===== src/tbe_pkg.sv =====
package tbe_pkg;

  localparam int RATE_W     = 24;
  localparam int TIME_W     = 40;
  localparam int ANG_W      = 32;
  localparam int FRAC_BITS  = 12;
  localparam int CFG_IDX_W  = 8;
  localparam int CFG_DATA_W = 32;
  localparam int SWEEP_W    = 33;
  localparam int QUOT_W     = 40;
  localparam int DIV_W      = RATE_W + FRAC_BITS;

  localparam logic [CFG_IDX_W-1:0] REG_RAPID_RATE    = 8'd0;
  localparam logic [CFG_IDX_W-1:0] REG_FALLBACK_FEED = 8'd1;

  localparam logic [31:0]       KINV_Q32   = 32'd2608131496;
  localparam logic [31:0]       TWO_PI_Q29 = 32'd3373259426;
  localparam logic [12:0]       MS_SCALE   = 13'd6000;
  localparam logic [TIME_W-1:0] TIME_MAX   = {TIME_W{1'b1}};

  typedef struct packed {
    logic              is_arc;
    logic              clockwise;
    logic              last;
    logic [RATE_W-1:0] rate;
  } job_ctl_t;

  // Arctangent of 2^-i in turns, 2^32 being one full turn.
  function automatic logic [ANG_W-1:0] atan_turn(input logic [4:0] i);
    logic [ANG_W-1:0] v;
    case (i)
      5'd0:  v = 32'h20000000;
      5'd1:  v = 32'h12E4051E;
      5'd2:  v = 32'h09FB385B;
      5'd3:  v = 32'h051111D4;
      5'd4:  v = 32'h028B0D43;
      5'd5:  v = 32'h0145D7E1;
      5'd6:  v = 32'h00A2F61E;
      5'd7:  v = 32'h00517C55;
      5'd8:  v = 32'h0028BE53;
      5'd9:  v = 32'h00145F2F;
      5'd10: v = 32'h000A2F98;
      5'd11: v = 32'h000517CC;
      5'd12: v = 32'h00028BE6;
      5'd13: v = 32'h000145F3;
      5'd14: v = 32'h0000A2FA;
      5'd15: v = 32'h0000517D;
      5'd16: v = 32'h000028BE;
      5'd17: v = 32'h0000145F;
      5'd18: v = 32'h00000A30;
      5'd19: v = 32'h00000518;
      5'd20: v = 32'h0000028C;
      5'd21: v = 32'h00000146;
      5'd22: v = 32'h000000A3;
      5'd23: v = 32'h00000051;
      5'd24: v = 32'h00000029;
      5'd25: v = 32'h00000014;
      5'd26: v = 32'h0000000A;
      5'd27: v = 32'h00000005;
      5'd28: v = 32'h00000003;
      5'd29: v = 32'h00000001;
      5'd30: v = 32'h00000001;
      default: v = 32'h00000000;
    endcase
    return v;
  endfunction

endpackage


===== src/tbe_if.sv =====
interface tbe_in_if #(parameter int CW = 32);
  logic                 valid;
  logic                 ready;
  logic signed [CW-1:0] start_x;
  logic signed [CW-1:0] start_y;
  logic signed [CW-1:0] end_x;
  logic signed [CW-1:0] end_y;
  logic signed [CW-1:0] center_x;
  logic signed [CW-1:0] center_y;
  logic                 is_arc;
  logic                 clockwise;
  logic                 is_rapid;
  logic [23:0]          feed;
  logic                 last_segment;

  modport source(output valid, start_x, start_y, end_x, end_y, center_x, center_y,
                 is_arc, clockwise, is_rapid, feed, last_segment, input ready);
  modport sink(input valid, start_x, start_y, end_x, end_y, center_x, center_y,
               is_arc, clockwise, is_rapid, feed, last_segment, output ready);
endinterface


interface tbe_cfg_if;
  logic        valid;
  logic        ready;
  logic [7:0]  index;
  logic [31:0] data;

  modport source(output valid, index, data, input ready);
  modport sink(input valid, index, data, output ready);
endinterface


===== src/tbe_front.sv =====
module tbe_front
  import tbe_pkg::*;
#(
  parameter int CW = 32,
  parameter int DW = 10 * CW + 6
) (
  input  logic           clk,
  input  logic           rst_n,
  tbe_in_if.sink         in_ch,
  tbe_cfg_if.sink        cfg_ch,
  input  logic           q_full,
  output logic           push,
  output job_ctl_t       push_ctl,
  output logic [DW-1:0]  push_data
);

  localparam int DIFW = CW + 1;
  localparam logic signed [CW-1:0] POS_MAX = {1'b0, {(CW - 1){1'b1}}};
  localparam logic signed [CW-1:0] NEG_MAX = {1'b1, {(CW - 1){1'b0}}};

  logic [RATE_W-1:0] rapid_r, fallback_r;
  logic signed [CW-1:0] min_x_r, min_y_r, max_x_r, max_y_r;
  logic signed [CW-1:0] min_x_nxt, min_y_nxt, max_x_nxt, max_y_nxt;
  logic signed [CW-1:0] lo_x, lo_y, hi_x, hi_y;
  logic signed [DIFW-1:0] sc_x, sc_y, es_x, es_y, ec_x, ec_y;
  logic [RATE_W-1:0] base_rate;

  assign cfg_ch.ready = 1'b1;
  assign in_ch.ready  = !q_full;
  assign push         = in_ch.valid && !q_full;

  always_ff @(posedge clk) begin
    if (!rst_n) begin
      rapid_r    <= '0;
      fallback_r <= '0;
    end else if (cfg_ch.valid) begin
      if (cfg_ch.index == REG_RAPID_RATE) rapid_r <= cfg_ch.data[RATE_W-1:0];
      if (cfg_ch.index == REG_FALLBACK_FEED) fallback_r <= cfg_ch.data[RATE_W-1:0];
    end
  end

  // Both end points widen the box.
  always_comb begin
    lo_x = (in_ch.end_x < in_ch.start_x) ? in_ch.end_x : in_ch.start_x;
    hi_x = (in_ch.end_x > in_ch.start_x) ? in_ch.end_x : in_ch.start_x;
    lo_y = (in_ch.end_y < in_ch.start_y) ? in_ch.end_y : in_ch.start_y;
    hi_y = (in_ch.end_y > in_ch.start_y) ? in_ch.end_y : in_ch.start_y;
    min_x_nxt = (lo_x < min_x_r) ? lo_x : min_x_r;
    min_y_nxt = (lo_y < min_y_r) ? lo_y : min_y_r;
    max_x_nxt = (hi_x > max_x_r) ? hi_x : max_x_r;
    max_y_nxt = (hi_y > max_y_r) ? hi_y : max_y_r;
  end

  always_ff @(posedge clk) begin
    if (!rst_n) begin
      min_x_r <= POS_MAX;
      min_y_r <= POS_MAX;
      max_x_r <= NEG_MAX;
      max_y_r <= NEG_MAX;
    end else if (push) begin
      if (in_ch.last_segment) begin
        min_x_r <= POS_MAX;
        min_y_r <= POS_MAX;
        max_x_r <= NEG_MAX;
        max_y_r <= NEG_MAX;
      end else begin
        min_x_r <= min_x_nxt;
        min_y_r <= min_y_nxt;
        max_x_r <= max_x_nxt;
        max_y_r <= max_y_nxt;
      end
    end
  end

  always_comb begin
    sc_x = DIFW'(in_ch.start_x) - DIFW'(in_ch.center_x);
    sc_y = DIFW'(in_ch.start_y) - DIFW'(in_ch.center_y);
    es_x = DIFW'(in_ch.end_x) - DIFW'(in_ch.start_x);
    es_y = DIFW'(in_ch.end_y) - DIFW'(in_ch.start_y);
    ec_x = DIFW'(in_ch.end_x) - DIFW'(in_ch.center_x);
    ec_y = DIFW'(in_ch.end_y) - DIFW'(in_ch.center_y);
  end

  always_comb begin
    base_rate          = in_ch.is_rapid ? rapid_r : in_ch.feed;
    push_ctl.is_arc    = in_ch.is_arc;
    push_ctl.clockwise = in_ch.clockwise;
    push_ctl.last      = in_ch.last_segment;
    push_ctl.rate      = (base_rate != '0) ? base_rate : fallback_r;
    push_data = {min_x_nxt, min_y_nxt, max_x_nxt, max_y_nxt,
                 sc_x, sc_y, es_x, es_y, ec_x, ec_y};
  end

endmodule


===== src/flat_wrapper.sv =====
// flat-port wrapper written by rule: the top's interface ports become plain ports
module tbe_front_flat import tbe_pkg::*;
#(
  parameter int CW = 32,
  parameter int DW = 10 * CW + 6
)
  (clk, rst_n, q_full, push, push_ctl, push_data, in_ch_valid, in_ch_start_x, in_ch_start_y, in_ch_end_x, in_ch_end_y, in_ch_center_x, in_ch_center_y, in_ch_is_arc, in_ch_clockwise, in_ch_is_rapid, in_ch_feed, in_ch_last_segment, in_ch_ready, cfg_ch_valid, cfg_ch_index, cfg_ch_data, cfg_ch_ready);
  tbe_in_if #(.CW(CW)) in_ch_i ();
  tbe_cfg_if cfg_ch_i ();
  input  logic clk;
  input  logic rst_n;
  input  logic q_full;
  output logic push;
  output job_ctl_t push_ctl;
  output logic [DW-1:0] push_data;
  input wire logic [$bits(in_ch_i.valid)-1:0] in_ch_valid;
  input wire logic [$bits(in_ch_i.start_x)-1:0] in_ch_start_x;
  input wire logic [$bits(in_ch_i.start_y)-1:0] in_ch_start_y;
  input wire logic [$bits(in_ch_i.end_x)-1:0] in_ch_end_x;
  input wire logic [$bits(in_ch_i.end_y)-1:0] in_ch_end_y;
  input wire logic [$bits(in_ch_i.center_x)-1:0] in_ch_center_x;
  input wire logic [$bits(in_ch_i.center_y)-1:0] in_ch_center_y;
  input wire logic [$bits(in_ch_i.is_arc)-1:0] in_ch_is_arc;
  input wire logic [$bits(in_ch_i.clockwise)-1:0] in_ch_clockwise;
  input wire logic [$bits(in_ch_i.is_rapid)-1:0] in_ch_is_rapid;
  input wire logic [$bits(in_ch_i.feed)-1:0] in_ch_feed;
  input wire logic [$bits(in_ch_i.last_segment)-1:0] in_ch_last_segment;
  output wire logic [$bits(in_ch_i.ready)-1:0] in_ch_ready;
  input wire logic [$bits(cfg_ch_i.valid)-1:0] cfg_ch_valid;
  input wire logic [$bits(cfg_ch_i.index)-1:0] cfg_ch_index;
  input wire logic [$bits(cfg_ch_i.data)-1:0] cfg_ch_data;
  output wire logic [$bits(cfg_ch_i.ready)-1:0] cfg_ch_ready;
  assign in_ch_i.valid = in_ch_valid;
  assign in_ch_i.start_x = in_ch_start_x;
  assign in_ch_i.start_y = in_ch_start_y;
  assign in_ch_i.end_x = in_ch_end_x;
  assign in_ch_i.end_y = in_ch_end_y;
  assign in_ch_i.center_x = in_ch_center_x;
  assign in_ch_i.center_y = in_ch_center_y;
  assign in_ch_i.is_arc = in_ch_is_arc;
  assign in_ch_i.clockwise = in_ch_clockwise;
  assign in_ch_i.is_rapid = in_ch_is_rapid;
  assign in_ch_i.feed = in_ch_feed;
  assign in_ch_i.last_segment = in_ch_last_segment;
  assign in_ch_ready = in_ch_i.ready;
  assign cfg_ch_i.valid = cfg_ch_valid;
  assign cfg_ch_i.index = cfg_ch_index;
  assign cfg_ch_i.data = cfg_ch_data;
  assign cfg_ch_ready = cfg_ch_i.ready;
  tbe_front #(.CW(CW), .DW(DW)) u_core (.clk(clk), .rst_n(rst_n), .in_ch(in_ch_i), .cfg_ch(cfg_ch_i), .q_full(q_full), .push(push), .push_ctl(push_ctl), .push_data(push_data));
endmodule

===== config.mk =====
export PLATFORM = sky130hd
export DESIGN_NAME = tbe_front_flat
export DESIGN_NICKNAME = d
export VERILOG_FILES = /design/src/tbe_pkg.sv /design/src/tbe_if.sv /design/src/tbe_front.sv /design/src/flat_wrapper.sv
export SDC_FILE = /design/constraint.sdc
export NUM_CORES = 1
export LEC_CHECK = 0
export ABC_AREA = 1
export BUFFER_PORTS_ARGS = -buffer_cell sky130_fd_sc_hd__buf_2
export CAP_MARGIN = 25
export CORE_AREA = 2 2 244 246
export CTS_CLUSTER_SIZE = 40
export DETAILED_ROUTE_END_ITERATION = 10
export DIE_AREA = 0 0 246 248
export MAX_ROUTING_LAYER = met4
export SLEW_MARGIN = 20
export SYNTH_ARGS = -nofsm -noshare
export SYNTH_HDL_FRONTEND = slang
export SYNTH_SLANG_ARGS = --single-unit

===== constraint.sdc =====
create_clock -name clk -period 5.3 [get_ports clk]
set_clock_uncertainty 0.05 [all_clocks]
set_input_delay 1.06 -clock clk [delete_from_list [all_inputs] [get_ports clk]]
set_output_delay 1.06 -clock clk [all_outputs]
set_load 0.005 [all_outputs]

# [Word-level counts from Yosys, hierarchy flattened]
# Index checks and enable logic that the tools add are counted.
[classes] add_sub_neg=6 magnitude_cmp=8 eq_ne=1 n_mux=14 reduce_logical=6
[ops] op="32-bit two-way mux" count=12
[ops] op="32-bit by 32-bit subtractor with 33-bit output" count=6
[ops] op="32-bit > comparator" count=4
[ops] op="32-bit less-than comparator" count=4
[ops] op="24-bit two-way mux" count=2
[ops] op="24-bit nonzero test" count=1
[ops] op="8-bit by 1-bit == test with 1-bit output, second input constant" count=1
[ops] op="8-bit logical NOT" count=1
[ops] op="2-bit AND reduction" count=2
[ops] op="1-bit logical AND" count=1
[ops] op="1-bit logical NOT" count=1
[word_totals] reg_bits=176 inputBits=265

# [Longest topological paths before layout]
[depth] word_depth=5 mapped_depth=35 depth_no_buf=33

# [Worst setup path before layout]
# OpenSTA, ideal clock, no wires.
[synth_path] path_kind="input port to output port" from="input port in_ch_start_x[26]" to="output port push_data[234]" t_arrival_ps=4510 slack_ps=-320 path_stages=23 path_buffers=2 cell_sequence="inv_1 -> ha_1 -> nand2_1 -> nor2_1 -> nand2_1 -> o41ai_4 -> clkbuf_1 -> nand2_1 -> o21ai_1 -> ha_1 -> a21oi_1 -> o21ai_0 -> a21oi_1 -> nor2_1 -> o21bai_1 -> a21oi_1 -> a211oi_1 -> xor2_1 -> nand2_1 -> clkinv_1 -> clkbuf_1 -> nand2_1 -> o21ai_1"
[synth_via] elab_chain_cells=4
[synth_lines] element="from (decl)" line_no="flat_wrapper.sv:17" text="input wire logic [$bits(in_ch_i.start_x)-1:0] in_ch_start_x;"
[synth_lines] element="32-bit > comparator" line_no="tbe_front.sv:45" text="hi_x = (in_ch.end_x > in_ch.start_x) ? in_ch.end_x : in_ch.start_x;"
[synth_lines] element="32-bit two-way mux *" line_no="tbe_front.sv:45"
[synth_lines] element="32-bit > comparator" line_no="tbe_front.sv:50" text="max_x_nxt = (hi_x > max_x_r) ? hi_x : max_x_r;"
[synth_lines] element="32-bit two-way mux *" line_no="tbe_front.sv:50"
[synth_lines] element="to (decl)" line_no="flat_wrapper.sv:15" text="output logic [DW-1:0] push_data;"
# Every way passes the cells marked *; elsewhere a longest branch is shown, timed or not.

# [Worst setup path in the final report]
[layout_path] from="input port in_ch_start_x[2]" to="output port push_data[102]"
[layout_via] elab_chain_cells=1
[layout_lines] element="32-bit by 32-bit subtractor with 33-bit output" line_no="tbe_front.sv:78" text="es_x = DIFW'(in_ch.end_x) - DIFW'(in_ch.start_x);"
# Every way passes these cells.

==> metrics <==
detailed-placement wirelength estimate 79.1 mm; worst vdd rail ir drop 280 uV; cts hold-fix bufs 0; first-pass GRT wire length 147 mm; max-slew violations 0; min Tclk post-route 6.23 ns; Max FO, Critical Path 3; critical path required time 4.19 ns; Crit Path Class in2out; PD cells 280 nW/um2; # rows 89; GP Congestion 0.991; synthesized area 22900 um2; CTS clock-pin slew for the worst setup and hold paths 0.07 ns; endpoints failing hold 0; most used cell along the critical path buf_4; CTS tree yes; Leak 0.0195 uW; final wirelength 102 mm; final-report setup violation count 134; max cap viols 0; hold crit path type reg2reg; Async SR Flop Fraction 0; Syn. warnings 0; Final period util 1.18; worst stage delay on the critical path 0.20 ns; core footprint 58500 um2; post-route setup slack -0.935 ns; Slew HR 0.329; worst hold margin 0.403 ns; crit path capture type output port; synth unique cells 53; Post-Syn Nets 4343; gate count after technology mapping 3752; die height 248 um; Die Area 61000 um2; # DRC 0; via count 29500; status finished with violations; FMAX 0.160 GHz; initial antenna violation count 4; critical path launch point type input port; drt pass-1 iters 8; CTS Buffer Depth 2; Slowest-stage cell, CP a31oi_1; RSZ-0062 raised after global routing true; I/O Pins 621; vias in the first global route 27700; total clock sinks 176; Most used DFF post-synth dfxtp_1; fin nets 5607; initial core utilization 0.391; most common cell after layout, fill and taps aside nand2_1; Antenna Violating Nets Remaining 0; CTS root buf clkbuf_16; share of cells above drive strength 1 0.378; CTS H-tree depth 4; post-route insts no fill 5805; vias per cell 5.08; pin count of the biggest net entering global routing 90; Slew @ Worst Pin 1.01 ns; synthesized flop and latch total 176; DP Cell Count 5609; GRT Util Overall 0.315; number of synthesized flops with an enable pin 0; total CTS buffers 17; DRT iter0 DRCs 1639; commonest non-fill, non-tap cells in the layout nand2_1 (890), buf_4 (696), buf_2 (541); worst endpoint data arrival time 5.12 ns; violated checks setup timing; setup TNS -94.01 ns; global route overflow 0; PortBufs 607; synthesized area per cell 6.09 um2; Seq/Total Area, Yosys 0.154; P&R area growth vs syn 59.3%; Die X 246 um; wire per inst 17.5 um; clock latency on the worst-skew pair 0.47 ns
-- metrics by stage --
step	area (um2)	utilization	setup slack [ns]	total power (uW)
final	36400	0.623	-0.935	10200
after global routing	36400	0.623	-1.11	10900
after CTS	34000	0.582	-0.808	9060
after detailed placement	31600	0.540	-1.10	7000
after global placement	31600	0.540	-1.04	6970
after floorplan	23700	-	-0.181	4420
-- final timing paths --
| check | slack [ns] | start | cells past startpoint | end |
|---|---|---|---|---|
| max reg2reg | 1.26 | u_core.max_x_r[1] | 29 | u_core.max_x_r[22] |
| min reg2reg | 0.40 | u_core.rapid_r[1] | 2 | u_core.rapid_r[1] |
| min | 0.40 | u_core.rapid_r[1] | 2 | u_core.rapid_r[1] |
| max | -0.93 | in_ch_start_x[2] | 34 | push_data[102] |
-- layout make-up --
class,count,area (um2)
timing repair buffer,1365,9850
multi-input combinational,2859,19100
inverter,597,2300
antenna,3,7.51
tap,773,967
clock buffer,18,429
sequential,176,3520
fill,5464,22000
clock inverter,14,204
-- worst max-delay path: cells and delay by family --
kind / cells / cell delay, ns
adders and majority gates: 1 / 0.19
buffers and inverters: 29 / 3.42
AOI/OAI and AO/OA: 1 / 0.20
and+or+nand+nor: 2 / 0.12
xor gates and xnor gates: 1 / 0.15
-- logic make-up after synthesis --
logic type               after synthesis  synth area share
AND/OR/NAND/NOR                     1448             0.259
other                                  1          0.000164
flip-flops                           176             0.154
adder cells (fa/ha/maj)              326             0.180
multiplexers                           8           0.00350
AO/OA/AOI/OAI                        889             0.209
XOR/XNOR                             186            0.0712
buffers and inverters                718             0.123
-- layer usage --
layer / GRT usage / part of all wire / up-vias
met5: - / 0 / -
li1: - / - / 14800
met2: 0.545 / 0.50 / 966
met3: 0.0435 / 0.061 / 187
met1: 0.377 / 0.41 / 13500
met4: 0.0966 / 0.031 / 0
-- timing repair --
item | 4_1_cts | 5_1_grt
pin swaps | 41 | 107
endpoints found under the setup margin | 135 | 162
cloned | 7 | 17
gates resized for setup | 209 | 436
setup buffers | 101 | 58
-- sequential cells by signal, summed over array words and instances, names as in the netlist --
register           count
u_core.rapid_r        24
u_core.fallback_r     24
u_core.max_y_r        32
u_core.min_y_r        32
u_core.max_x_r        32
u_core.min_x_r        32
-- Yosys cell counts (all sizes together), types with 9 or more instances --
master	n	area, um2
nor2	172	651
a21oi	419	2120
nor3	22	120
nor4	9	56.3
a21o	10	75.1
nand4	24	150
xnor2	56	490
ha	320	4000
o21a	9	67.6
buf	36	245
a31oi	42	263
xor2	130	1140
clkbuf	85	319
dfxtp	176	3520
nand2	1069	4130
nand3	138	706
inv	596	2240
o21ai	345	1730
a21boi	21	161
-- report_power, final --
part / internal, uW / total, uW / leakage [uW] / switching (uW)
sequential: 1390 / 1440 / 0.00143 / 44.2
clock: 761 / 1420 / 0.000294 / 655
combinational: 3450 / 7360 / 0.0178 / 3910
Note: power is estimated with default switching activity, not from simulation.
