$ cat src/tbe_fifo.sv
module tbe_fifo #(
  parameter int W = 8
) (
  input  logic         clk,
  input  logic         rst_n,
  input  logic         push,
  input  logic [W-1:0] push_data,
  input  logic         pop,
  output logic [W-1:0] pop_data,
  output logic         full,
  output logic         empty
);

  logic [W-1:0] mem_r [2];
  logic         wr_ptr_r, rd_ptr_r;
  logic [1:0]   count_r;

  assign full     = (count_r == 2'd2);
  assign empty    = (count_r == 2'd0);
  assign pop_data = mem_r[rd_ptr_r];

  always_ff @(posedge clk) begin
    if (push) mem_r[wr_ptr_r] <= push_data;
  end

  always_ff @(posedge clk) begin
    if (!rst_n) begin
      wr_ptr_r <= 1'b0;
      rd_ptr_r <= 1'b0;
      count_r  <= 2'd0;
    end else begin
      if (push) wr_ptr_r <= !wr_ptr_r;
      if (pop) rd_ptr_r <= !rd_ptr_r;
      case ({push, pop})
        2'b10:   count_r <= count_r + 2'd1;
        2'b01:   count_r <= count_r - 2'd1;
        default: count_r <= count_r;
      endcase
    end
  end

  a_count_bound: assert property (@(posedge clk) disable iff (!rst_n)
    count_r != 2'd3)
    else $error("queue count beyond its depth");

endmodule

$ cat config.mk
export PLATFORM = sky130hd
export DESIGN_NAME = tbe_fifo
export DESIGN_NICKNAME = d
export VERILOG_FILES = /design/src/tbe_fifo.sv
export SDC_FILE = /design/constraint.sdc
export NUM_CORES = 1
export LEC_CHECK = 0
export BUFFER_PORTS_ARGS = -buffer_cell sky130_fd_sc_hd__buf_4
export CAP_MARGIN = 20
export CELL_PAD_IN_SITES_DETAIL_PLACEMENT = 1
export CELL_PAD_IN_SITES_GLOBAL_PLACEMENT = 1
export CORE_MARGIN = 1.5
export CORE_UTILIZATION = 35
export DETAILED_ROUTE_END_ITERATION = 6
export PLACE_DENSITY_LB_ADDON = 0.1
export SYNTH_ARGS = -nofsm -noshare
export SYNTH_HDL_FRONTEND = slang
export SYNTH_SLANG_ARGS = --single-unit
$ cat constraint.sdc
create_clock -name clk -period 3.3 [get_ports clk]
set_input_delay 0.165 -clock clk [delete_from_list [all_inputs] [get_ports clk]]
set_output_delay 0.165 -clock clk [all_outputs]
set_load 0.01 [all_outputs]
# ---- Yosys cells after proc, flatten, opt, wreduce, memory -nomap -nowiden
# Memory sizes are Yosys's and may differ from the RTL's. A register that Yosys moved wholly into a read port is not among the register bits.
# Index checks and enable logic that the tools add are counted.
dict set report classes {
  add_sub_neg 2
  eq_ne 3
  muxes 5
  n_reduce_logical 4
}
# op n
set ops {}
lappend ops {{$eq 2x2->1 const B} 2}
lappend ops {{$mux 1} 4}
lappend ops {{$pmux 2 s2} 1}
lappend ops {{$add 2x1->2 const B} 1}
lappend ops {{$eq 2x1->1 const B} 1}
lappend ops {{$logic_not 1->1} 2}
lappend ops {{$logic_not 2->1} 1}
lappend ops {{$reduce_bool 2->1} 1}
lappend ops {{$sub 2x1->2 const B} 1}
dict set report totals {
  ff_bits 4
  mem_bits_rw 16
  input_bits 12
  output_inout_bits 10
  word_cells 18
  mem_count 1
}
# memory words word_bits rd rd_clocked_by_memory_dff wr line
set memory_table {}
lappend memory_table {mem_r 2 8 1 1 1 14} ;# logic [W-1:0] mem_r [2];

# ---- Longest topological paths before layout
# Gate-level depths: netlist (run 1).
dict set report logic_depth {
  depth_word 3
  ltp_mapped 5
  depth_no_buf 5
}

# ---- Least setup slack after synthesis (run 1)
# No wires, ideal clock.
dict set report synth_timing {
  path_kind {reg2reg}
  startpoint {register wr_ptr_r}
  endpoint {memory mem_r[0][0] (enable)}
  arrival_time_ns 0.709
  t_required_ns 2.926
  path_slack_ns 2.218
  path_stages_with_launch 2
  path_buffers 0
  synth_period_minus_slack_ns 1.082
  cell_sequence {dfxtp_1 nor2_1}
}
# item line
set synth_lines {}
lappend synth_lines {{start: declaration} 15} ;# logic wr_ptr_r, rd_ptr_r;
lappend synth_lines {{start signal: assignment} 32} ;# if (push) wr_ptr_r <= !wr_ptr_r;
lappend synth_lines {{end: declaration} 14}
# No word-level cell before the write port.

==> results.md, run 1 <==
* Maxcap violations at 0
* Ant. Diodes at 0
* Clk root buf: sky130_fd_sc_hd__clkbuf_4
* XOR/XNOR share of the synthesized area at between 3 and 4%
* Vertical die dimension at between 50 and 60 um
* Wire length of the first global-routing pass at around 2 mm
* Synth top cells by count: sky130_fd_sc_hd__edfxtp_1, sky130_fd_sc_hd__mux2_2, sky130_fd_sc_hd__dfxtp_1
* M1 wire length at 515 um
* Overflow after GRT at 0
* R2r startpoint: wr_ptr_r
* Largest buffer count on any clock path at 2
* Transition time at the pin with the least slew margin at between 700 and 800 ps
* Starting Density at 36.51%
* Util after Layout at between 40% and 50%
* Met2 WL post-DR at between 600 and 700 um
* Library cell with the largest summed area after synthesis: sky130_fd_sc_hd__edfxtp_1
* Top layer reached by signal wires: met3
* Area fraction of the dominant cell type after synthesis at roughly three fifths
* Residual DRC count at 0
* GRT Util Overall at a little over a tenth
* Post-synthesis to final-layout area growth at 27.01%
* Clock Sinks at 21
* Largest net degree at the start of global routing at 12
* Setup TNS at 0 ps
* Skew-Pair Late Insertion Delay at 290 ps
* Total wire length at between 1 and 1.5 mm
* Startpoint of the worst hold path: push_data[0]
* Largest cells by area after synthesis: sky130_fd_sc_hd__edfxtp_1, sky130_fd_sc_hd__dfxtp_1, sky130_fd_sc_hd__mux2_2, sky130_fd_sc_hd__and2_1, sky130_fd_sc_hd__xnor2_1
* Part of the cycle the worst path needs at ~46%
* Clock input transition at the sequential cells of the worst setup and hold paths at roughly 110 ps
* Max Slew Vio Count at 0
* Worst min-delay path class: in -> reg
* Area of the core at roughly 2200 um2
* Antenna violations before repair at 0
* Maximum vdd ir drop at 240.9 uV
* Async S/R FF share, synth at 0%
* CTS tree: yes
* Max transition margin at between 40% and 50%
* Drt pass-1 iters at 2
* Status: finished clean
* Share of cells above drive strength 1 at a little under half
* Number of port buffers at 21
* Die X at 50.57 um
* Floorplan row count at 17
* Top flip-flop cell by instance count after synthesis: sky130_fd_sc_hd__edfxtp_1
* Post-Route Hold Slack at 55.10 ps
* Mean post-synth cell area at roughly 17 um2
* Unrepaired setup endpoints after global routing: false
* Total die area at about 2600 um2
* Total number of vias at around 440
* Synthesized-area fraction occupied by ao, oa, aoi and oai cells at 2.528%
* Adder-Cell Fraction of Synth Area at 1.580%
* Routed Antenna Nets at 0
* Hold violation count in the final report at 0
* Main combinational cell family by area after synthesis: multiplexers
* Setup repair bufs after CTS at 0
* Synthesized flop and latch total at 21
* Clock Skew at between 2 and 2.5 ps
* Mapped Nets at 60
* Critical path arrival at around 1400 ps
* Routability congestion estimate at around 0.68
* Warning count from the yosys run at 0
* Number of setup violations in the final report at 0
* Metal3 WL at approximately 51 um
* Count of nets after finishing at 85
* Via density per instance at roughly 4.5
* Worst setup EP type: output port
* Worst reg-to-reg setup slack at about 2000 ps
* Simple-gate share of the synthesized area at about 6.8%
* Pwr per Cell Area at a little over 500 nW/um2
* Gate count of the mapped netlist at between 40 and 50
* Worst setup path category: reg -> out
* # hold bufs at CTS at 0
* Crit path time final at 1515 ps
* Proportion of synthesized area in mux cells at a little under an eighth
* Cell Area, Synth at 792.0 um2
* Timing-limited maximum frequency at ~660 MHz
* Startpoint type of the worst setup path: flip-flop
* Total of cells resized after clock tree synthesis at 0
* Io pins at 22
* Sequential share of the synthesized area at 73.30%
* Post-synthesis cell type count at 16
* Vias in the first global route at 441
* Detail Placement HPWL at 925.7 um
* Number of enable-type register cells in the synthesized netlist at 16
* Required time of the critical path at 3130 ps
* Worst Path Max Fanout at 8
* Number of CTS-inserted buffers at 3
* Dominant cell by count in the synthesized netlist: sky130_fd_sc_hd__edfxtp_1
* H-Tree Level Count at 1
* Leakage power at 0.3892 nW
* Routed len/inst at 12.40 um
* # fillers at ~240
* Initial DRC Count at 1
## cell type report
type	count	area, um2	area share (%)
flip-flops and latches	21	580.6	57.71
well taps	28	35.03	3.483
repair buffers	21	157.7	15.67
multi-input cells	24	202.7	20.15
clock buffers	4	26.28	2.612
inverters	1	3.754	0.3731
## power breakdown
group	total [mW]	leakage, nW	switching [mW]	internal, mW
combinational	0.0778	0.182	0.0309	0.0469
clock	0.116	0.0150	0.0691	0.0469
sequential	0.313	0.192	0.0104	0.302
## kinds of logic after synthesis
| logic type | Yosys count |
|---|---|
| compound gates | 3 |
| xor+xnor | 3 |
| fa+ha+maj | 1 |
| buf+inv | 2 |
| flops | 21 |
| mux | 8 |
| simple gates | 9 |
## through the flow
step                      total power [mW]  std cells  area [um2]  setup slack [ps]
after CTS                           0.5131         99        1006              1736
after detailed placement            0.3981         95       979.7              1990
after global routing                0.5313         99        1006              1711
final                               0.5066         99        1006              1785
after global placement              0.3961         95       979.7              2091
after floorplan                     0.3582         47       792.0              2218
## final timing paths
path,end,cells past startpoint
hold reg to reg,count_r[1],2
hold / removal,mem_r[0][0],1
setup / recovery,pop_data[7],2
setup reg to reg,mem_r[0][7],1
## routing by layer
layer  global-route usage, %  up-vias
li1                        -      217
met4                   2.703        0
met3                   2.679        0
met2                   18.86       10
met5                       0        -
met1                   13.37      215
## worst max-delay path: stages (launching register included)
cell                      delay, ps
sky130_fd_sc_hd__dfxtp_1        540
sky130_fd_sc_hd__mux2_2         380
sky130_fd_sc_hd__buf_4          140
## registers in the layout, indices dropped and copies added (netlist names), named ones only
register,cells
wr_ptr_r,1
count_r,2
mem_r,16
rd_ptr_r,1
## layout by cell type, fill, tap and decap left out, drive strengths merged
cell type | Yosys | routed
and2 | 4 | 4
nor2 | 2 | 2
clkbuf | 0 | 4
inv | 1 | 1
o21ai | 1 | 1
or3 | 1 | 1
dfxtp | 5 | 5
nor2b | 1 | 1
buf | 1 | 21
a21boi | 1 | 1
xor2 | 1 | 1
and2b | 1 | 1
o21a | 1 | 1
ha | 1 | 1
edfxtp | 16 | 16
xnor2 | 2 | 2
mux2 | 8 | 8
Note: power is estimated with default switching activity, not from simulation.
==> inputs of run 2 (changes only) <==
--- a/config.mk
+++ b/config.mk
@@ -5,6 +5,7 @@
 export SDC_FILE = /design/constraint.sdc
 export NUM_CORES = 1
 export LEC_CHECK = 0
+export ABC_AREA = 1
 export BUFFER_PORTS_ARGS = -buffer_cell sky130_fd_sc_hd__buf_4
 export CAP_MARGIN = 20
 export CELL_PAD_IN_SITES_DETAIL_PLACEMENT = 1
==> constraint.sdc (replaced) <==
create_clock -name clk -period 1.42 [get_ports clk]
set_input_delay 0.071 -clock clk [delete_from_list [all_inputs] [get_ports clk]]
set_output_delay 0.071 -clock clk [all_outputs]
set_load 0.01 [all_outputs]
==> results.md, run 2 <==
* Total die area at 2698 um2 (+5.5%)
* Biggest regs: mem_r (16), count_r (2)
* XOR/XNOR share of the synthesized area at 0% (-3.3 points)
* CTS tree: yes
* Crit path time final at between 1000 and 1500 ps
* Die X at 51.94 um (+2.7%)
* Startpoint type of the worst setup path: flip-flop
* Pint at 0.9292 mW (+130%)
* Clk root buf: sky130_fd_sc_hd__clkbuf_4
* Final non-filler cell total at 122 (+23%)
* Post-Place Setup Slack at 375.2 ps (-1615 ps)
* Gate count of the mapped netlist at 60 (+28%)
* Library cell with the largest summed area after synthesis: sky130_fd_sc_hd__edfxtp_1
* Number of CTS-inserted buffers at 3 (unchanged)
* Endpoint of the worst-slack reg-to-reg timing path: mem_r[1][1]
* Vias in the first global route at 523 (+19%)
* Part of the cycle the worst path needs at 93.69%
* Most common library cell in the layout ignoring fill and taps: sky130_fd_sc_hd__buf_4
* Total wire length at 1.381 mm (+12%)
* Largest net degree at the start of global routing at 12 (unchanged)
* Proportion of synthesized area in mux cells at 14.33% (+3.0 points)
* Floorplan row count at 17 (unchanged)
* Vertical die dimension at 51.94 um (+2.7%)
* Most used cells in the layout excluding fill and tap cells: sky130_fd_sc_hd__buf_4, sky130_fd_sc_hd__edfxtp_1, sky130_fd_sc_hd__nor2_1
* Pwr per Cell Area at 1047 nW/um2 (+110%)
* Clock Skew at 2.199 ps (-0.09628 ps)
* Simple-gate share of the synthesized area at 9.701% (+2.9 points)
* M1 wire length at 579 um (+12%)
* R2r startpoint: wr_ptr_r
* Met2 WL post-DR at 733 um (+11%)
* Main combinational cell family by area after synthesis: multiplexers
* Area fraction of the dominant cell type after synthesis at 57.31% (-3.4 points)
* Synthesized flop and latch total at 21 (unchanged)
* Max transition margin at 76.95% (+29 points)
* Net load switching power at 0.2651 mW (+140%)
* Transition time at the pin with the least slew margin at 345.4 ps (-431.3 ps)
* Required time of the critical path at 1350 ps (-1780 ps)
* Io pins at 22 (unchanged)
* # hold bufs at CTS at 8 (+8)
* Number of setup violations in the final report at 0 (unchanged)
* Top layer reached by signal wires: met3
* Wire length of the first global-routing pass at 2.304 mm (+13%)
* Status: finished clean
* Clock input transition at the sequential cells of the worst setup and hold paths at 100 ps (about the same)
* Hold violation count in the final report at 0 (unchanged)
* Worst reg-to-reg path cell count at 2 (+1)
* Residual DRC count at 0 (unchanged)
* Overflow after GRT at 0 (unchanged)
* Mean post-synth cell area at 13.97 um2 (-17%)
* Count of nets after finishing at 108 (+27%)
* Startpoint of the worst hold path: push
* Routed len/inst at 11.32 um (-8.7%)
* Adder-Cell Fraction of Synth Area at 1.493% (-0.087 points)
* Post-synthesis cell type count at 11 (-5)
* Hold EP: wr_ptr_r
* Switching share of power at 22.20% (+0.40 points)
* Mapped Nets at 73 (+22%)
* Synthesized-area fraction occupied by ao, oa, aoi and oai cells at 1.194% (-1.3 points)
* Clock Sinks at 21 (unchanged)
* Largest cells by area after synthesis: sky130_fd_sc_hd__edfxtp_1, sky130_fd_sc_hd__mux2_4, sky130_fd_sc_hd__dfxtp_1, sky130_fd_sc_hd__nor2_1, sky130_fd_sc_hd__nand2_1
* Critical path arrival at 1260 ps (-90 ps)
* Largest register FFs at 16 (unchanged)
* Reg with most FFs: mem_r
* Detail Placement HPWL at 1.038 mm (+12%)
* Worst setup path category: reg -> out
* Total number of vias at 533 (+21%)
* H-Tree Level Count at 1 (unchanged)
* Top flip-flop cell by instance count after synthesis: sky130_fd_sc_hd__edfxtp_1
* Overall power consumption at 1.194 mW (+140%)
* Worst reg-to-reg setup slack at 380 ps (-1620 ps)
* Sequential share of the synthesized area at 69.25% (-4.0 points)
* Worst hold path cell count at 3 (+2)
* Routed Antenna Nets at 0 (unchanged)
* Worst min-delay path class: in -> reg
* Sequential cell fraction of total power at 60.0% (-1.7 points)
* Worst Path Max Fanout at 8 (unchanged)
* Post-synthesis to final-layout area growth at 36.12%
* Via density per instance at 4.369 (-2.1%)
* Setup TNS at 0 ps (unchanged)
* Total of cells resized after clock tree synthesis at 0 (unchanged)
* GRT Util Overall at 12.39% (+1.6 points)
* Unrepaired setup endpoints after global routing: false
* Maxcap violations at 0 (unchanged)
* Placed Instances at 110 (+16%)
* Antenna violations before repair at 0 (unchanged)
* Drt pass-1 iters at 4 (+2)
* Leakage power at 0.4972 nW (+28%)
* Setup repair bufs after CTS at 0 (unchanged)
* Timing-limited maximum frequency at around 750 MHz
* Async S/R FF share, synth at 0% (unchanged)
* Warning count from the yosys run at 0 (unchanged)
* Number of enable-type register cells in the synthesized netlist at 16 (unchanged)
* Initial DRC Count at 3 (+2)
* Maximum vdd ir drop at 602.9 uV (+150%)
* Worst setup EP type: output port
* Final setup margin at 89.64 ps (-1696 ps)
* Skew-Pair Late Insertion Delay at 290 ps (about the same)
* Starting Density at 37.54% (+1.0 points)
* Ant. Diodes at 0 (unchanged)
* Max Slew Vio Count at 0 (unchanged)
* Area of the core at 2233 um2 (+2.9%)
* Cell Area, Synth at 838.3 um2 (+5.8%)
* Dominant cell by count in the synthesized netlist: sky130_fd_sc_hd__edfxtp_1
* # fillers at 262 (+8.7%)
* Share of cells above drive strength 1 at 36.17% (-10 points)
* Clock power frac at 22.6% (-0.3 points)
* Combinational fraction of design power at 17.4% (+2.1 points)
* Number of port buffers at 21 (unchanged)
* Synth top cells by count: sky130_fd_sc_hd__edfxtp_1, sky130_fd_sc_hd__nor2_1, sky130_fd_sc_hd__mux2_4, sky130_fd_sc_hd__nand2_1, sky130_fd_sc_hd__inv_1
* Largest buffer count on any clock path at 2 (unchanged)
* Routability congestion estimate at 0.7175 (+5.7%)
* Metal3 WL at 68 um (+33%)
-- run 2: how the worst max path moves through the flow --
stage | startpoint | to | slack (ps) | cells past startpoint
3_3_place_gp | flip-flop | pop_data[7] | 420 | 3
2_1_floorplan | wr_ptr_r | mem_r[0][0] | 360 | 1
4_1_cts | flip-flop | pop_data[7] | 60 | 3
6_report | flip-flop | pop_data[7] | 90 | 3
5_1_grt | flip-flop | pop_data[0] | 30 | 3
3_5_place_dp | wr_ptr_r | mem_r[1][1] | 380 | 2
-- run 2: stage by stage --
| stage | utilization [%] | hold slack, ps | area, um2 |
|---|---|---|---|
| 3_5_place_dp | 46.33 | 258.7 | 1035 |
| 2_1_floorplan | - | 169.9 | 838.3 |
| 5_1_grt | 51.09 | 16.10 | 1141 |
| 6_report | 51.09 | 21.84 | 1141 |
| 4_1_cts | 51.09 | 19.00 | 1141 |
| 3_3_place_gp | 46.33 | 255.6 | 1035 |
-- run 2: power by group through the flow --
stage	Clock, mW	Sequential (mW)	Combinational [mW]
2_1_floorplan	0	0.727	0.106
3_3_place_gp	0	0.729	0.187
3_5_place_dp	0	0.732	0.193
4_1_cts	0.286	0.717	0.211
5_1_grt	0.312	0.721	0.228
6_report	0.270	0.717	0.207
-- run 2: cell type report --
| cell class | count | area, um2 | area share (%) |
|---|---|---|---|
| Tap cell | 28 | 35.03 | 3.070 |
| Inverter | 6 | 22.52 | 1.974 |
| Multi-Input combinational cell | 32 | 224.0 | 19.63 |
| Timing Repair Buffer | 31 | 252.7 | 22.15 |
| Sequential cell | 21 | 580.6 | 50.88 |
| Clock buffer | 4 | 26.28 | 2.303 |
-- run 2: cells by family (layout without fill, tap and decap cells) --
| kind of cell | Yosys count | in the layout |
|---|---|---|
| DFF | 21 | 21 |
| and+or+nand+nor | 21 | 21 |
| muxes | 8 | 8 |
| buffers and inverters | 7 | 41 |
| AOI/OAI and AO/OA | 2 | 2 |
| adders and majority gates | 1 | 1 |
-- run 2: per-layer routing --
layer / track usage, % / vias up
met3: 3.448 / 0
met5: 0 / -
met2: 21.10 / 16
met1: 13.94 / 246
li1: - / 271
met4: 6.579 / 0
-- run 2: critical path: stages, from the launching register on --
cell,delay (ps)
sky130_fd_sc_hd__dfxtp_1,320
sky130_fd_sc_hd__buf_4,190
sky130_fd_sc_hd__mux2_4,320
sky130_fd_sc_hd__buf_4,140
==> inputs of run 3 (changes only) <==
--- a/config.mk
+++ b/config.mk
@@ -11,7 +11,7 @@
 export CELL_PAD_IN_SITES_DETAIL_PLACEMENT = 1
 export CELL_PAD_IN_SITES_GLOBAL_PLACEMENT = 1
 export CORE_MARGIN = 1.5
-export CORE_UTILIZATION = 35
+export CORE_UTILIZATION = 39
 export DETAILED_ROUTE_END_ITERATION = 6
 export PLACE_DENSITY_LB_ADDON = 0.1
 export SYNTH_ARGS = -nofsm -noshare
==> constraint.sdc (replaced) <==
create_clock -name clk -period 1.3 [get_ports clk]
set_input_delay 0.065 -clock clk [delete_from_list [all_inputs] [get_ports clk]]
set_output_delay 0.065 -clock clk [all_outputs]
set_load 0.01 [all_outputs]
==> results.md, run 3 (synthesis results as in run 2) <==
* Routed Antenna Nets at 0 (unchanged)
* Maximum vdd ir drop at 610.0 uV (+1.2%)
* Vertical die dimension at 49.36 um (-5.0%)
* Floorplan row count at 16 (-1)
* Largest buffer count on any clock path at 2 (unchanged)
* Count of nets after finishing at 108 (unchanged)
* Skew-Pair Late Insertion Delay at 300 ps (about the same)
* Crit path time final at about 1300 ps
* Worst Path Max Fanout at 8 (unchanged)
* Pwr per Cell Area at 1137 nW/um2 (+8.6%)
* Violated checks: negative setup slack
* Clock Skew at 4.596 ps (+2.397 ps)
* Ant. Diodes at 0 (unchanged)
* Final non-filler cell total at 121 (-0.82%)
* Transition time at the pin with the least slew margin at 328.3 ps (-17.06 ps)
* Total number of vias at 548 (+2.8%)
* Residual DRC count at 0 (unchanged)
* Number of setup violations in the final report at 1 (+1)
* Top layer reached by signal wires: met4
* Area of the core at 2002 um2 (-10%)
* Worst reg-to-reg path cell count at 2 (unchanged)
* # fillers at 217 (-17%)
* Worst setup EP type: output port
* Share of cells above drive strength 1 at 38.30% (+2.1 points)
* Reg with most FFs: mem_r
* Sequential Area at 581.8 um2 (+0.22%)
* Maxcap violations at 0 (unchanged)
* Worst hold path cell count at 3 (unchanged)
* Most used cells in the layout excluding fill and tap cells: sky130_fd_sc_hd__edfxtp_1, sky130_fd_sc_hd__buf_4, sky130_fd_sc_hd__nor2_1
* Clock Sinks at 21 (unchanged)
* Overflow after GRT at 0 (unchanged)
* Wire length of the first global-routing pass at 2.415 mm (+4.8%)
* Clock input transition at the sequential cells of the worst setup and hold paths at 110 ps (about the same)
* Biggest regs: mem_r (16), count_r (2)
* Starting Density at 41.87% (+4.3 points)
* R2r startpoint: wr_ptr_r
* Unrepaired setup endpoints after global routing: true
* Vias in the first global route at 571 (+9.2%)
* Status: finished with violations
* Util after Layout at 58.94% (+7.8 points)
* M1 wire length at 677 um (+17%)
* Detail Placement HPWL at 1.015 mm (-2.2%)
* Antenna violations before repair at 0 (unchanged)
* Timing-limited maximum frequency at about 770 MHz
* Routed len/inst at 12.87 um (+14%)
* Number of CTS-inserted buffers at 3 (unchanged)
* GRT Util Overall at 13.48% (+1.1 points)
* Met2 WL post-DR at 795 um (+8.5%)
* Leakage power at 0.5124 nW (+3.0%)
* Clk root buf: sky130_fd_sc_hd__clkbuf_4
* Io pins at 22 (unchanged)
* CTS tree: yes
* Metal3 WL at 70 um (+2.9%)
* Hold EP: count_r[1]
* Critical path arrival at 1240 ps (-20 ps)
* Total wire length at 1.557 mm (+13%)
* Worst min-delay path class: in -> reg
* Routability congestion estimate at 0.6541 (-8.8%)
* Worst setup path category: reg -> out
* Post-Route Hold Slack at 7.995 ps (-13.85 ps)
* Largest net degree at the start of global routing at 13 (+1)
* Part of the cycle the worst path needs at 100.2%
* Worst reg-to-reg setup slack at 270 ps (-110 ps)
* Max Slew Vio Count at 0 (unchanged)
* Total die area at 2436 um2 (-9.7%)
* H-Tree Level Count at 1 (unchanged)
* Drt pass-1 iters at 4 (unchanged)
* Post-synthesis to final-layout area growth at 40.75%
* Most common library cell in the layout ignoring fill and taps: sky130_fd_sc_hd__edfxtp_1
* Largest register FFs at 16 (unchanged)
* Number of port buffers at 21 (unchanged)
* Endpoint of the worst-slack reg-to-reg timing path: mem_r[1][7]
* Placed Instances at 109 (-0.91%)
* Hold violation count in the final report at 0 (unchanged)
* Setup repair bufs after CTS at 0 (unchanged)
* Startpoint of the worst hold path: rst_n
* Via density per instance at 4.529 (+3.7%)
* Area of combinational cells with multiple inputs at 224.0 um2 (unchanged)
* Die X at 49.36 um (-5.0%)
* Final setup margin at -2.701 ps (-92.34 ps)
* Startpoint type of the worst setup path: flip-flop
* Max transition margin at 78.09% (+1.1 points)
* Initial DRC Count at 7 (+4)
* Required time of the critical path at 1240 ps (-110 ps)
[run 3: cell types whose count changed in the layout (fill, tap and decap cells not counted), sizes merged]
cell    delta
clkbuf     -1
clkinv     +1
[run 3: worst max-delay path: stages, from the launching register on]
cell                      delay, ps
sky130_fd_sc_hd__dfxtp_2        350
sky130_fd_sc_hd__buf_8          140
sky130_fd_sc_hd__mux2_4         330
sky130_fd_sc_hd__buf_6          130
[run 3: worst max-delay path by stage]
stage / slack [ps] / endpoint / from
after floorplan: 240 / mem_r[0][0] / wr_ptr_r
after global placement: 280 / mem_r[1][5] / wr_ptr_r
after detailed placement: 250 / mem_r[1][5] / wr_ptr_r
after CTS: 0.7 / pop_data[1] / flip-flop
after global routing: -50 / pop_data[5] / flip-flop
final: -3 / pop_data[5] / flip-flop
[run 3: power by group]
group,switching (mW),internal (mW)
combinational,0.106,0.148
sequential,0.0182,0.766
clock,0.189,0.115
total,0.314,1.03
[run 3: what timing repair did]
action | 4_1_cts | 5_1_grt
gates resized for setup | 6 | 5
endpoints found under the hold margin | 16 | 0
setup endpoints to repair | 8 | 8
hold buffers | 8 | 0
[run 3: layout make-up]
class / instances / area share (%)
clock inverter: 1 / 0.4242
sequential: 21 / 49.31
clock buffer: 3 / 1.909
timing repair buffer: 31 / 24.60
inverter: 6 / 1.909
multi-input combinational: 32 / 18.98
tap: 27 / 2.863
[run 3: metrics by stage]
step                      power (mW)  setup TNS [ps]  setup slack [ps]  area [um2]
after floorplan               0.9098               0             242.1       838.3
after global placement        0.9997               0             276.0        1033
after detailed placement       1.008               0             246.5        1033
after CTS                      1.340               0            0.6553        1161
after global routing           1.400          -203.1            -52.26        1180
final                          1.341          -2.701            -2.701        1180
[run 3: routing by layer]
metal  vias to the layer above  track usage [%]
li1                        270                -
met1                       259            14.43
met4                         0            8.571
met3                         2            3.374
met5                         -                0
met2                        17            23.42
